## src/rtl/ucd_pkg.sv

```systemverilog
// shared types and constants for the utf-8 code point decoder
// no dependencies

package ucd_pkg;

    localparam logic [15:0] CP_REPLACEMENT = 16'hFFFD;
    localparam logic [15:0] CP_ELLIPSIS    = 16'h2026;
    localparam logic [20:0] CP_MAX         = 21'h10FFFF;
    localparam logic [20:0] SURR_LO        = 21'h00D800;
    localparam logic [20:0] SURR_HI        = 21'h00DFFF;
    localparam logic [20:0] LATIN1_MAX     = 21'h0000FF;

    localparam logic [7:0] LEAD2_LO = 8'hC2;
    localparam logic [7:0] LEAD2_HI = 8'hDF;
    localparam logic [7:0] LEAD3_LO = 8'hE0;
    localparam logic [7:0] LEAD3_HI = 8'hEF;
    localparam logic [7:0] LEAD4_LO = 8'hF0;
    localparam logic [7:0] LEAD4_HI = 8'hF4;
    localparam logic [7:0] CONT_MASK = 8'hC0;
    localparam logic [7:0] CONT_TAG  = 8'h80;

    // one queue entry: the results caused by one input item
    typedef struct packed {
        logic        two;
        logic [15:0] cp_a;
        logic [15:0] cp_b;
    } ucd_entry_t;

    typedef struct packed {
        logic full;
        logic empty;
    } ucd_qstat_t;

endpackage

```

## src/rtl/utf8_codepoint_decoder.sv

```systemverilog
// top level of the utf-8 code point decoder
// depends on ucd_pkg, ucd_front, ucd_queue, ucd_back

// takes one utf-8 byte per item on the s_ stream and gives code points on the
// m_ stream: latin-1, u+2026, or u+fffd for anything malformed or out of range.
// a byte is taken every cycle while the two-entry queue has room; a byte that
// breaks a pending sequence gives a replacement and, if it would give a code
// point as a lead, that result as well, and the output register gives the two
// results one after the other. leads and inner continuation bytes, and a zero
// with nothing pending, give no result. tlast marks the final result caused by
// one input byte. the queue is written at the accepting edge, and m_tvalid
// rises once the output register has been loaded from the queue.
module utf8_codepoint_decoder
    import ucd_pkg::*;
(
    input  logic        aclk,
    input  logic        aresetn,
    input  logic        s_tvalid,
    output logic        s_tready,
    input  logic [7:0]  s_tdata,    // [7:0] in_byte
    output logic        m_tvalid,
    input  logic        m_tready,
    output logic [15:0] m_tdata,    // [15:0] code_point
    output logic        m_tlast     // last_of_run
);

    logic       accept;
    logic       push;
    logic       pop;
    ucd_entry_t push_entry;
    ucd_entry_t head;
    ucd_qstat_t stat;

    // front stalls only on a full queue
    assign s_tready = !stat.full;
    assign accept   = s_tvalid && s_tready;

    ucd_front u_front (
        .aclk    (aclk),
        .aresetn (aresetn),
        .accept  (accept),
        .in_byte (s_tdata),
        .push    (push),
        .entry   (push_entry)
    );

    ucd_queue u_queue (
        .aclk       (aclk),
        .aresetn    (aresetn),
        .push       (push),
        .push_entry (push_entry),
        .pop        (pop),
        .head       (head),
        .stat       (stat)
    );

    ucd_back u_back (
        .aclk     (aclk),
        .aresetn  (aresetn),
        .head     (head),
        .stat     (stat),
        .pop      (pop),
        .m_tvalid (m_tvalid),
        .m_tready (m_tready),
        .m_tdata  (m_tdata),
        .m_tlast  (m_tlast)
    );

    // front never pushes into a full queue
    assert property (@(posedge aclk) disable iff (!aresetn) !(push && stat.full))
        else $error("push into full queue");

    // the first of two results is always the replacement character
    assert property (@(posedge aclk) disable iff (!aresetn)
        (m_tvalid && !m_tlast) |-> (m_tdata == CP_REPLACEMENT))
        else $error("non-final result is not replacement");

    // the second result of a pair follows right after the first is taken
    assert property (@(posedge aclk) disable iff (!aresetn)
        (m_tvalid && !m_tlast && m_tready) |=> (m_tvalid && m_tlast))
        else $error("second result of pair missing");

    // only latin-1, ellipsis or replacement leave the block
    assert property (@(posedge aclk) disable iff (!aresetn)
        m_tvalid |-> (m_tdata <= 16'h00FF || m_tdata == CP_ELLIPSIS ||
                      m_tdata == CP_REPLACEMENT))
        else $error("code point out of range");

endmodule

```

## src/rtl/ucd_front.sv

```systemverilog
// front part: accepts bytes, keeps the sequence state, classifies each byte
// depends on ucd_pkg

module ucd_front
    import ucd_pkg::*;
(
    input  logic       aclk,
    input  logic       aresetn,
    input  logic       accept,
    input  logic [7:0] in_byte,
    output logic       push,
    output ucd_entry_t entry
);

    typedef struct packed {
        logic        emit;
        logic [15:0] cp;
        logic [1:0]  due;
        logic [20:0] pv;
    } lead_t;

    function automatic lead_t decode_lead(input logic [7:0] b);
        lead_t l;
        l = '0;
        if (b == 8'h00) begin
            l.emit = 1'b0;
        end else if (b < CONT_TAG) begin
            l.emit = 1'b1;
            l.cp   = {8'h00, b};
        end else if (b >= LEAD2_LO && b <= LEAD2_HI) begin
            l.due = 2'd1;
            l.pv  = {16'h0000, b[4:0]};
        end else if (b >= LEAD3_LO && b <= LEAD3_HI) begin
            l.due = 2'd2;
            l.pv  = {17'h00000, b[3:0]};
        end else if (b >= LEAD4_LO && b <= LEAD4_HI) begin
            l.due = 2'd3;
            l.pv  = {18'h00000, b[2:0]};
        end else begin
            l.emit = 1'b1;
            l.cp   = CP_REPLACEMENT;
        end
        return l;
    endfunction

    logic [1:0]  bytes_due_reg, bytes_due_next;
    logic [20:0] partial_reg, partial_next;
    logic [1:0]  min_class_reg, min_class_next;

    lead_t       lead;
    logic [20:0] pv_cont;
    logic [20:0] min_val;
    logic [15:0] final_cp;

    assign lead    = decode_lead(in_byte);
    assign pv_cont = {partial_reg[14:0], in_byte[5:0]};

    always_comb begin
        unique case (min_class_reg)
            2'd0: min_val = 21'h000000;
            2'd1: min_val = 21'h000080;
            2'd2: min_val = 21'h000800;
            2'd3: min_val = 21'h010000;
            default: min_val = 21'h000000;
        endcase
    end

    always_comb begin
        if (pv_cont < min_val || pv_cont > CP_MAX ||
            (pv_cont >= SURR_LO && pv_cont <= SURR_HI)) begin
            final_cp = CP_REPLACEMENT;
        end else if (pv_cont <= LATIN1_MAX || pv_cont == {5'd0, CP_ELLIPSIS}) begin
            final_cp = pv_cont[15:0];
        end else begin
            final_cp = CP_REPLACEMENT;
        end
    end

    always_comb begin
        bytes_due_next = bytes_due_reg;
        partial_next   = partial_reg;
        min_class_next = min_class_reg;
        push           = 1'b0;
        entry          = '0;
        if (accept) begin
            if (bytes_due_reg == 2'd0) begin
                push           = lead.emit;
                entry.cp_a     = lead.cp;
                bytes_due_next = lead.due;
                min_class_next = lead.due;
                partial_next   = lead.pv;
            end else if ((in_byte & CONT_MASK) == CONT_TAG) begin
                bytes_due_next = bytes_due_reg - 2'd1;
                if (bytes_due_reg == 2'd1) begin
                    push           = 1'b1;
                    entry.cp_a     = final_cp;
                    partial_next   = '0;
                    min_class_next = 2'd0;
                end else begin
                    partial_next = pv_cont;
                end
            end else begin
                // broken sequence: replacement, then the byte again as a lead
                push           = 1'b1;
                entry.cp_a     = CP_REPLACEMENT;
                entry.two      = lead.emit;
                entry.cp_b     = lead.cp;
                bytes_due_next = lead.due;
                min_class_next = lead.due;
                partial_next   = lead.pv;
            end
        end
    end

    always_ff @(posedge aclk) begin
        if (!aresetn) begin
            bytes_due_reg <= 2'd0;
            partial_reg   <= '0;
            min_class_reg <= 2'd0;
        end else begin
            bytes_due_reg <= bytes_due_next;
            partial_reg   <= partial_next;
            min_class_reg <= min_class_next;
        end
    end

endmodule

```

## src/rtl/ucd_queue.sv

```systemverilog
// two-entry queue between the front and back parts
// depends on ucd_pkg

module ucd_queue
    import ucd_pkg::*;
(
    input  logic       aclk,
    input  logic       aresetn,
    input  logic       push,
    input  ucd_entry_t push_entry,
    input  logic       pop,
    output ucd_entry_t head,
    output ucd_qstat_t stat
);

    ucd_entry_t slot_reg [2];
    logic       wr_ptr_reg, wr_ptr_next;
    logic       rd_ptr_reg, rd_ptr_next;
    logic [1:0] count_reg, count_next;
    logic       do_push, do_pop;

    assign stat.full  = (count_reg == 2'd2);
    assign stat.empty = (count_reg == 2'd0);
    assign head       = slot_reg[rd_ptr_reg];

    assign do_push = push && !stat.full;
    assign do_pop  = pop && !stat.empty;

    always_comb begin
        wr_ptr_next = wr_ptr_reg ^ do_push;
        rd_ptr_next = rd_ptr_reg ^ do_pop;
        count_next  = count_reg + {1'b0, do_push} - {1'b0, do_pop};
    end

    always_ff @(posedge aclk) begin
        if (!aresetn) begin
            wr_ptr_reg <= 1'b0;
            rd_ptr_reg <= 1'b0;
            count_reg  <= 2'd0;
        end else begin
            wr_ptr_reg <= wr_ptr_next;
            rd_ptr_reg <= rd_ptr_next;
            count_reg  <= count_next;
        end
    end

    always_ff @(posedge aclk) begin
        if (do_push) begin
            slot_reg[wr_ptr_reg] <= push_entry;
        end
    end

endmodule

```

## src/rtl/ucd_back.sv

```systemverilog
// back part: splits queue entries into results and holds the output register
// depends on ucd_pkg

module ucd_back
    import ucd_pkg::*;
(
    input  logic        aclk,
    input  logic        aresetn,
    input  ucd_entry_t  head,
    input  ucd_qstat_t  stat,
    output logic        pop,
    output logic        m_tvalid,
    input  logic        m_tready,
    output logic [15:0] m_tdata,
    output logic        m_tlast
);

    logic        valid_reg, valid_next;
    logic        phase_reg, phase_next;
    logic [15:0] data_reg, data_next;
    logic        last_reg, last_next;
    logic        load;

    assign load = (!valid_reg || m_tready) && !stat.empty;

    always_comb begin
        valid_next = valid_reg && !m_tready;
        phase_next = phase_reg;
        data_next  = data_reg;
        last_next  = last_reg;
        pop        = 1'b0;
        if (load) begin
            valid_next = 1'b1;
            if (head.two && !phase_reg) begin
                data_next  = head.cp_a;
                last_next  = 1'b0;
                phase_next = 1'b1;
            end else if (head.two) begin
                data_next  = head.cp_b;
                last_next  = 1'b1;
                phase_next = 1'b0;
                pop        = 1'b1;
            end else begin
                data_next = head.cp_a;
                last_next = 1'b1;
                pop       = 1'b1;
            end
        end
    end

    always_ff @(posedge aclk) begin
        if (!aresetn) begin
            valid_reg <= 1'b0;
            phase_reg <= 1'b0;
        end else begin
            valid_reg <= valid_next;
            phase_reg <= phase_next;
        end
        data_reg <= data_next;
        last_reg <= last_next;
    end

    assign m_tvalid = valid_reg;
    assign m_tdata  = data_reg;
    assign m_tlast  = last_reg;

endmodule

```

## config.mk

```make
export PLATFORM = sky130hd
export DESIGN_NAME = utf8_codepoint_decoder
export DESIGN_NICKNAME = d
export VERILOG_FILES = /design/src/rtl/ucd_pkg.sv /design/src/rtl/utf8_codepoint_decoder.sv /design/src/rtl/ucd_front.sv /design/src/rtl/ucd_queue.sv /design/src/rtl/ucd_back.sv
export SDC_FILE = /design/constraint.sdc
export NUM_CORES = 1
export LEC_CHECK = 0
export BUFFER_PORTS_ARGS = -buffer_cell sky130_fd_sc_hd__buf_2
export CORE_MARGIN = 2
export CORE_UTILIZATION = 64
export CTS_CLUSTER_DIAMETER = 120
export DETAILED_ROUTE_END_ITERATION = 8
export PLACE_DENSITY = 0.82
export SYNTH_ARGS = -nofsm -noshare
export SYNTH_HDL_FRONTEND = slang
export SYNTH_SLANG_ARGS = --single-unit
```

## constraint.sdc

```tcl
create_clock -name aclk -period 6.75 [get_ports aclk]
set_clock_uncertainty 0.2 [all_clocks]
set_input_delay 0.3375 -clock aclk [delete_from_list [all_inputs] [get_ports aclk]]
set_output_delay 0.3375 -clock aclk [all_outputs]
set_load 0.1 [all_outputs]
```

# --- Yosys cells after proc, flatten, opt, wreduce, memory -nomap -nowiden ---
# Memory sizes are Yosys's and may differ from the RTL's. A register that Yosys moved wholly into a read port is not among the register bits.
# Index checks and enable logic that the tools add are counted.
word_totals:
  ff_bits: 42
  n_memories: 1
  inputBits: 12
  word_cells: 105
  mem_bits_rw: 66
  output_inout_bits: 19
mem_list:
  columns: ["memory", "words", "width", "read_ports", "rd_clocked_by_memory_dff", "write_ports", "line_no", "rtl"]
  rows:
  - ["u_queue.slot_reg", 2, 33, 1, 1, 1, "ucd_queue.sv:16", "ucd_entry_t slot_reg [2];"]
op_classes:
  bitwise_logic: 2
  addsub: 3
  n_mux: 43
  reduce_logical: 26
  eq_ne: 8
  order_cmp: 12
ops:
  columns: ["operator", "n"]
  rows:
  - ["$mux W16", 9]
  - ["$mux W23", 4]
  - ["$pmux W21 S4", 1]
  - ["$mux W17", 4]
  - ["$mux W15", 3]
  - ["$mux W39", 1]
  - ["$mux W33", 1]
  - ["$ge A8 B8 Y1 const B", 3]
  - ["$le A8 B8 Y1 const B", 3]
  - ["$eq A21 B14 Y1 const B", 1]
  - ["$ge A21 B16 Y1 const B", 1]
  - ["$gt A21 B21 Y1 const B", 1]
  - ["$le A21 B16 Y1 const B", 1]
  - ["$le A21 B8 Y1 const B", 1]
  - ["$lt A21 B21 Y1", 1]
  - ["$mux W1", 15]
  - ["$logic_and A1 B1 Y1", 10]
  - ["$mux W2", 5]
  - ["$eq A2 B2 Y1 const B", 4]
  - ["$logic_not A8 Y1", 1]
  - ["$lt A8 B8 Y1 const B", 1]
  - ["$logic_not A2 Y1", 3]
  - ["$logic_not A1 Y1", 5]
  - ["$eq A2 B1 Y1 const B", 2]
  - ["8 further kinds", 13]

# --- Depth between registers and ports, before layout ---
# Gate-level depths: netlist of run 1.
depth:
  depth_word: 12
  mapped_depth: 10

# --- Hierarchy ---
# Synthesis of run 1 repeated with hierarchy kept, for this count alone.
hier_totals:
  hier_cells: 350
  area_unflattened_um2: 4996.0
modules_own_cells:
  columns: ["mod", "instances", "cells_each", "area_per_inst_um2"]
  rows:
  - ["ucd_queue", 1, 128, 2775.2]
  - ["ucd_front", 1, 173, 1350.0]
  - ["ucd_back", 1, 47, 860.8]
  - ["utf8_codepoint_decoder", 1, 2, 10.0]

# --- Least setup slack after synthesis of run 1 ---
# OpenSTA, ideal clock, no wires.
synth_timing:
  path_type: "register to register"
  from: "register u_queue.count_reg[0]"
  to: "memory u_queue.slot_reg[1][0] in the netlist's numbering (enable)"
  t_required_ps: 6166
  path_stages_with_launch: 7
  setup_slack_ps: 3801
  arrival_ps: 2365
  cell_sequence: "dfxtp_1 -> nand2b_1 -> buf_2 -> nand3_1 -> a211o_1 -> inv_1 -> ha_1"
synth_between:
  elab_chain_cells: 7
synth_rtl:
  columns: ["item", "line_no", "rtl"]
  rows:
  - ["from (decl)", "ucd_queue.sv:19", "logic [1:0] count_reg, count_next;"]
  - ["from (signal assigned)", "ucd_queue.sv:43", "count_reg <= count_next;"]
  - ["$eq A2 B2 Y1 (*)", "ucd_queue.sv:22", "assign stat.full = (count_reg == 2'd2);"]
  - ["$logic_not A1 Y1 (*)", "utf8_codepoint_decoder.sv:35", "assign s_tready = !stat.full;"]
  - ["net s_tready", "utf8_codepoint_decoder.sv:19", "output logic s_tready,"]
  - ["$logic_and A1 B1 Y1", "utf8_codepoint_decoder.sv:36", "assign accept = s_tvalid && s_tready;"]
  - ["$mux W1", "ucd_front.sv:85", "if (accept) begin"]
  - ["$logic_and A1 B1 Y1 (*)", "ucd_queue.sv:26", "assign do_push = push && !stat.full;"]
  - ["$mux W1 (*)", "ucd_queue.sv:48", "if (do_push) begin"]
  - ["$mux W1 (not written as such) (*)", "ucd_queue.sv:49", "slot_reg[wr_ptr_reg] <= push_entry;"]
  - ["to (decl)", "ucd_queue.sv:16", null]
# The timed path passes the listed nets; every way through them passes the cells marked *.

==> results of run 1 <==
==> metal layers <==
layer,vias to the layer above,share of wire,GRT usage
met5,-,0,0
met4,0,0.030,0.1241
met3,22,0.050,0.04280
met2,79,0.49,0.3537
met1,1258,0.43,0.3003
li1,1243,-,-
==> layout make-up <==
class	count	area share
clock buffer	11	0.02936
clock inverter	4	0.005872
inverter	12	0.01007
multi-input combinational	195	0.3319
sequential	93	0.5660
tap	77	0.02153
timing repair buffer	31	0.03523
==> power breakdown <==
part | total, mW | internal (mW) | switching (mW)
combinational | 0.726 | 0.185 | 0.541
clock | 0.306 | 0.131 | 0.175
sequential | 0.833 | 0.773 | 0.0594
total | 1.86 | 1.09 | 0.775
==> kinds of logic after synthesis <==
kind of cell,Yosys count
AO/OA/AOI/OAI,68
XOR/XNOR,4
buffers and inverters,35
adder cells (fa/ha/maj),8
multiplexers,18
flip-flops,93
AND/OR/NAND/NOR,97
==> cells in the final DEF, fill, tap and decap left out, types with 3 or more instances in the layout <==
cell,n
a211oi_1,4
a21boi_0,4
a21oi_1,30
a41oi_1,3
and2_1,6
buf_2,30
clkbuf_8,9
dfxtp_1,26
edfxtp_1,67
ha_1,8
inv_1,12
mux4_2,16
nand2_1,31
nand2b_1,5
nand3_1,9
nor2_1,18
nor2b_1,6
nor3_1,7
o21a_1,8
o21ai_0,3
o21ai_1,3
xnor2_1,3
==> critical path, cell delays in order, from the launching register on <==
cell and delay (ns):
dfxtp_1 0.91, mux2i_1 0.44, nand2b_1 0.77, mux4_2 0.60
==> worst paths after layout <==
kind / startpoint / depth (start not counted) / to / slack (ns)
max: flip-flop / 3 / u_back.m_tdata[4] / 3.57
min: m_tready / 3 / u_back.m_tvalid / 0.12
max reg2reg: flip-flop / 3 / u_back.m_tdata[4] / 3.57
min reg2reg: u_front.partial_reg[12] / 2 / u_front.partial_reg[12] / 0.26
==> results.md, run 1 <==
* Status: completed
* Post-synthesis compound-gate area fraction at 0.1121
* VDD IR max at 0.4079 mV
* Placed cell areas at between 4000 and 5000 µm²
* P per Cell Area at ~420 nW/µm²
* CTS Root Cell: clkbuf_8
* DR iter-0 viols at 225
* # resized after CTS at 0
* LEAKAGE at 1.542 nW
* Pre-CTS WS at 3.468 ns
* Largest net degree at the start of global routing at 26
* Num ports at 31
* Final hold vios at 0
* Vias per cell at 6.151
* Crit-path max FO at 17
* Most common cell in the netlist: edfxtp_1
* Tcrit/Tclk final at 0.4717
* Die X at 84.98 µm
* ANT nets after route at 0
* Fin area at 4474 µm²
* Synth cell count leaders: 67 x edfxtp_1, 31 x nand2_1, 30 x a21oi_1, 26 x dfxtp_1, 18 x nor2_1
* Setup Fix Bufs, Post-CTS at 0
* CTS max path bufs at 2
* HPWL Detailed at 5143 µm
* Fin worst setup slack at 3.566 ns
* CTS tree: built
* Post-synth top area cell: edfxtp_1
* Hold_buf cts at 0
* Cell area after synthesis at 4197 µm²
* Fmax at approximately 0.31 GHz
* Final min period at 3.184 ns
* Post-synth EDFFs at 67
* Yosys Warn Count at 0
* Routability Congestion at 0.9527
* ANT cells at 0
* Routed WL per cell at 17.47 µm
* Die area at 7221 µm²
* Routed wire length at approximately 7400 µm
* Syn Nets at between 300 and 400
* Unrepaired setup endpoints after global routing: no
* TNS Setup at 0 ns
* CP Data Arrival Time at 3.08 ns
* Non-filler cells, final at 423
* Largest register FFs at 50
* Port bufs at 30
* CTS clk-pin slew, worst paths at 0.08 ns
* CP Capture Type: flip-flop
* FF+latch count, synth at 93
* Crit path kind: flip-flop to flip-flop
* Tot Pwr at 1.864 mW
* Post-synthesis xor/xnor area fraction at 0.008348
* Row Count at 29
* WP data required at 6.65 ns
* First-pass DRT Iterations at 4
* CTS sink cnt at 93
* Synth top area share at 0.4794
* Finished Core Util at 0.7046
* Max-capacitance violation count at 0
* Core area at approximately 6300 µm²
* Avg Inst Size Synth at 12.99 µm²
* Tightest Pin Transition at 1.158 ns
* Post-synthesis adder-cell area fraction at 0.02385
* Post-synthesis mux area share at 0.09064
* Fillcell total at 433
* Final hold slack at 0.1234 ns
* Vias at roughly 2.6k
* Layout cells sized above 1 at 0.1936
* Register area at approximately 2500 µm²
* Cells after Synth at 323
* Area contributors post-synth: edfxtp_1 48%, dfxtp_1 12%, mux4_2 8.6%, a21oi_1 3.6%, nand2_1 2.8%
* Share of the yosys chip area belonging to registers at 0.6035
* Die Height at 84.98 µm
* Final Max Slew Viols at 0
* Inserted Clock Buffers at 9
* First-pass GRT wire length at 12480 µm
* Inst Count DP at 408
* Top FF cell, synth: edfxtp_1
* CP Launch Type: flip-flop
* Global-route usage over all layers at 0.2257
* Worst-skew pair later-pin latency at between 0.3 and 0.4 ns
* Grt ovf at 0
* Worst hold path class: primary input to flip-flop
* Starting Density at 0.6609
* Antenna violations before repair at 0
* P&R area growth vs syn at 6.619%
* DRC viols at 0
* Post-Synth Simple-Gate Area at 0.1190
* Final nets at roughly 360
* Vias in the first global route at between 2k and 3k
* Async set-reset flop share out of synthesis at 0
* Cell variety after synth at 52
* Final setup violation count at 0
* Rel. slew slack at 0.2280
* Htree depth at 3
* Area of the multi-input gates at roughly 1500 µm²
* Main combinational cell family by area after synthesis: simple AND/OR/NAND/NOR gates
No activity file was read; power rests on OpenSTA's default activity.
==> inputs of run 2 (changes only) <==
--- a/config.mk
+++ b/config.mk
@@ -5,12 +5,13 @@
 export SDC_FILE = /design/constraint.sdc
 export NUM_CORES = 1
 export LEC_CHECK = 0
+export ABC_AREA = 1
 export BUFFER_PORTS_ARGS = -buffer_cell sky130_fd_sc_hd__buf_2
 export CORE_MARGIN = 2
-export CORE_UTILIZATION = 64
+export CORE_UTILIZATION = 60
 export CTS_CLUSTER_DIAMETER = 120
 export DETAILED_ROUTE_END_ITERATION = 8
-export PLACE_DENSITY = 0.82
+export PLACE_DENSITY = 0.77
 export SYNTH_ARGS = -nofsm -noshare
 export SYNTH_HDL_FRONTEND = slang
 export SYNTH_SLANG_ARGS = --single-unit
==> constraint.sdc (replaced) <==
create_clock -name aclk -period 3.02 [get_ports aclk]
set_clock_uncertainty 0.2 [all_clocks]
set_input_delay 0.151 -clock aclk [delete_from_list [all_inputs] [get_ports aclk]]
set_output_delay 0.151 -clock aclk [all_outputs]
set_load 0.1 [all_outputs]
==> run 2 against run 1 <==
Net effect:
- routed wire length rose by 9.0%
- total power rose to 2.7 times the previous value
- utilization rose by 0.29 points
- hold slack got worse by 0.079 ns
- fmax rose by 19%
- via count rose by 17%
- highest routed layer unchanged
==> results.md, run 2 <==
* Num ports at 31
* Internal power at 2.800 mW
* Core area at 6832 µm²
* CP Capture Type: flip-flop
* HPWL Detailed at around 5500 µm
* Largest register FFs at 50
* Tightest Pin Transition at 0.6656 ns
* ANT nets after route at 0
* Cells after Synth at around 410
* Port bufs at 30
* Non-filler cells, final at between 500 and 600
* DRC viols at 0
* Routed wire length at 8053 µm
* Final Max Slew Viols at 0
* Tcrit/Tclk final at 0.8885
* Avg Inst Size Synth at 10.30 µm²
* First-pass DRT Iterations at 4
* Worst Setup SP: u_front.bytes_due_reg[0]
* Die area at 7800 µm²
* CTS max path bufs at 2
* Crit path kind: flip-flop to flip-flop
* Inst Count DP at 531
* Top FF cell, synth: edfxtp_1
* Rel. slew slack at 0.5558
* Sequential share of power at 0.383
* Routability Congestion at 0.8982
* Combinational share of power at 0.432
* Cell area after synthesis at between 4000 and 5000 µm²
* Crit-path max FO at 25
* Layout cells sized above 1 at 0.1996
* Switching Share at 0.4447
* TNS Setup at 0 ns
* Post-synth top area cell: edfxtp_1
* Routed WL per cell at 14.46 µm
* Max-capacitance violation count at 0
* CTS Root Cell: clkbuf_8
* Largest net degree at the start of global routing at 26
* Vias per cell at 5.460
* Antenna violations before repair at 0
* FF+latch count, synth at 93
* Final min period at 2.683 ns
* Status: completed
* Die X at around 88 µm
* Syn Nets at 434
* Post-synth EDFFs at 67
* P per Cell Area at 1043 nW/µm²
* Final setup violation count at 0
* ANT cells at 0
* Unrepaired setup endpoints after global routing: no
* VDD IR max at 0.6250 mV
* Clock group share of total power at 0.185
* Setup Fix Bufs, Post-CTS at 0
* Fin area at around 4800 µm²
* Inserted Clock Buffers at 9
* Cell variety after synth at 42
* Async set-reset flop share out of synthesis at 0
* Synth cell count leaders: 67 x edfxtp_1, 55 x nor2_1, 47 x nand2_1, 35 x inv_1, 32 x o21ai_0
* Share of the yosys chip area belonging to registers at 0.5937
* DR iter-0 viols at between 150 and 200
* Worst-skew pair later-pin latency at 0.35 ns
* Row Count at 30
* LEAKAGE at 1.884 nW
* CP Launch Type: flip-flop
* WP data required at 2.84 ns
* Yosys Warn Count at 0
* CP Data Arrival Time at 2.51 ns
* Die Height at 88.32 µm
* Htree depth at 3
* Switching pwr at 2.243 mW
* Synth top area share at 0.4717
* Hold_sp: s_tdata[6]
* Fmax at about 0.37 GHz
* Vias in the first global route at 2851
* Starting Density at 0.6244
* Grt ovf at 0
* Most common cell in the netlist: edfxtp_1
* Reg2reg start: u_front.bytes_due_reg[0]
* Final hold slack at around 0.044 ns
* Area contributors post-synth: edfxtp_1 47%, dfxtp_1 12%, nor2_1 4.8%, nand2_1 4.1%, o21ai_0 3.8%
* Commonest non-fill, non-tap cell in the layout: edfxtp_1
* First-pass GRT wire length at 13300 µm
* CTS clk-pin slew, worst paths at 0.09 ns
* Global-route usage over all layers at 0.2266
* CTS tree: built
* Final hold vios at 0
* P&R area growth vs syn at 13.32%
* Placed cell areas at ~4500 µm²
* Vias at 3041
* Commonest cells after routing, fill and taps aside: 67 x edfxtp_1, 55 x nor2_1, 46 x nand2_1, 35 x inv_1, 32 x o21ai_0
* Final nets at 476
* Worst hold path class: primary input to flip-flop
* CTS sink cnt at 93
==> run 2: per-stage QoR <==
| stage | worst slack (ns) | total power [mW] | util |
|---|---|---|---|
| 2_1_floorplan | 0.2378 | 3.775 | - |
| 3_3_place_gp | 0.3641 | 4.082 | 0.6588 |
| 3_5_place_dp | 0.2547 | 4.117 | 0.6588 |
| 4_1_cts | 0.2324 | 5.062 | 0.7075 |
| 5_1_grt | 0.07843 | 5.304 | 0.7075 |
| 6_report | 0.3367 | 5.043 | 0.7075 |
==> run 2: cell families (layout without fill, tap and decap cells) <==
kind of cell / count (synthesis) / in the layout / synth area share
and+or+nand+nor: 151 / 151 / 0.1593
DFF: 93 / 93 / 0.5937
AOI/OAI and AO/OA: 88 / 88 / 0.1273
buffers and inverters: 58 / 105 / 0.05896
muxes: 15 / 15 / 0.03520
adders and majority gates: 8 / 8 / 0.02347
xor gates and xnor gates: 1 / 1 / 0.002054
==> run 2: worst max-delay path: stages (launching register included) <==
cell and delay, ns:
dfxtp_1 0.34, inv_1 0.08, ha_1 0.43, inv_1 0.08
nand2_1 0.14, nor2_1 0.09, nor2_1 0.12, a21boi_1 0.31
ha_2 0.24, buf_4 0.31
==> run 2: final cells by class <==
class,instances,area (µm²)
sequential,93,2532
fill,515,1998
multi-input combinational,263,1489
timing repair buffer,46,295.3
inverter,43,163.9
clock buffer,11,151.4
tap,96,120.1
clock inverter,5,81.33
==> run 2: worst paths after layout <==
check,cells after the start,to,slack (ns)
setup / recovery,9,u_queue.slot_reg[1][19],0.34
hold / removal,3,u_queue.slot_reg[1][6],0.04
setup reg to reg,9,u_queue.slot_reg[1][19],0.34
hold reg to reg,1,u_queue.rd_ptr_reg,0.26
==> run 2: timing repair <==
item / in CTS / in global routing
gates resized for setup: 0 / 1
endpoints found under the setup margin: 0 / 50
hold buffers: 10 / 0
hold endpoints to repair: 9 / 0
==> run 2: metal layers <==
metal | share of wire | global-route usage
met1 | 0.45 | 0.3027
met2 | 0.47 | 0.3664
met3 | 0.061 | 0.05131
met4 | 0.021 | 0.08402
met5 | 0 | 0
==> run 2: power groups by stage <==
| stage | clock network (mW) | logic [mW] | registers [mW] |
|---|---|---|---|
| floorplan | 0 | 0.965 | 2.81 |
| finish | 0.935 | 2.18 | 1.93 |
| detailed placement | 0 | 2.16 | 1.96 |
| global placement | 0 | 2.13 | 1.95 |
| global route | 0.994 | 2.35 | 1.96 |
| CTS | 0.948 | 2.18 | 1.93 |
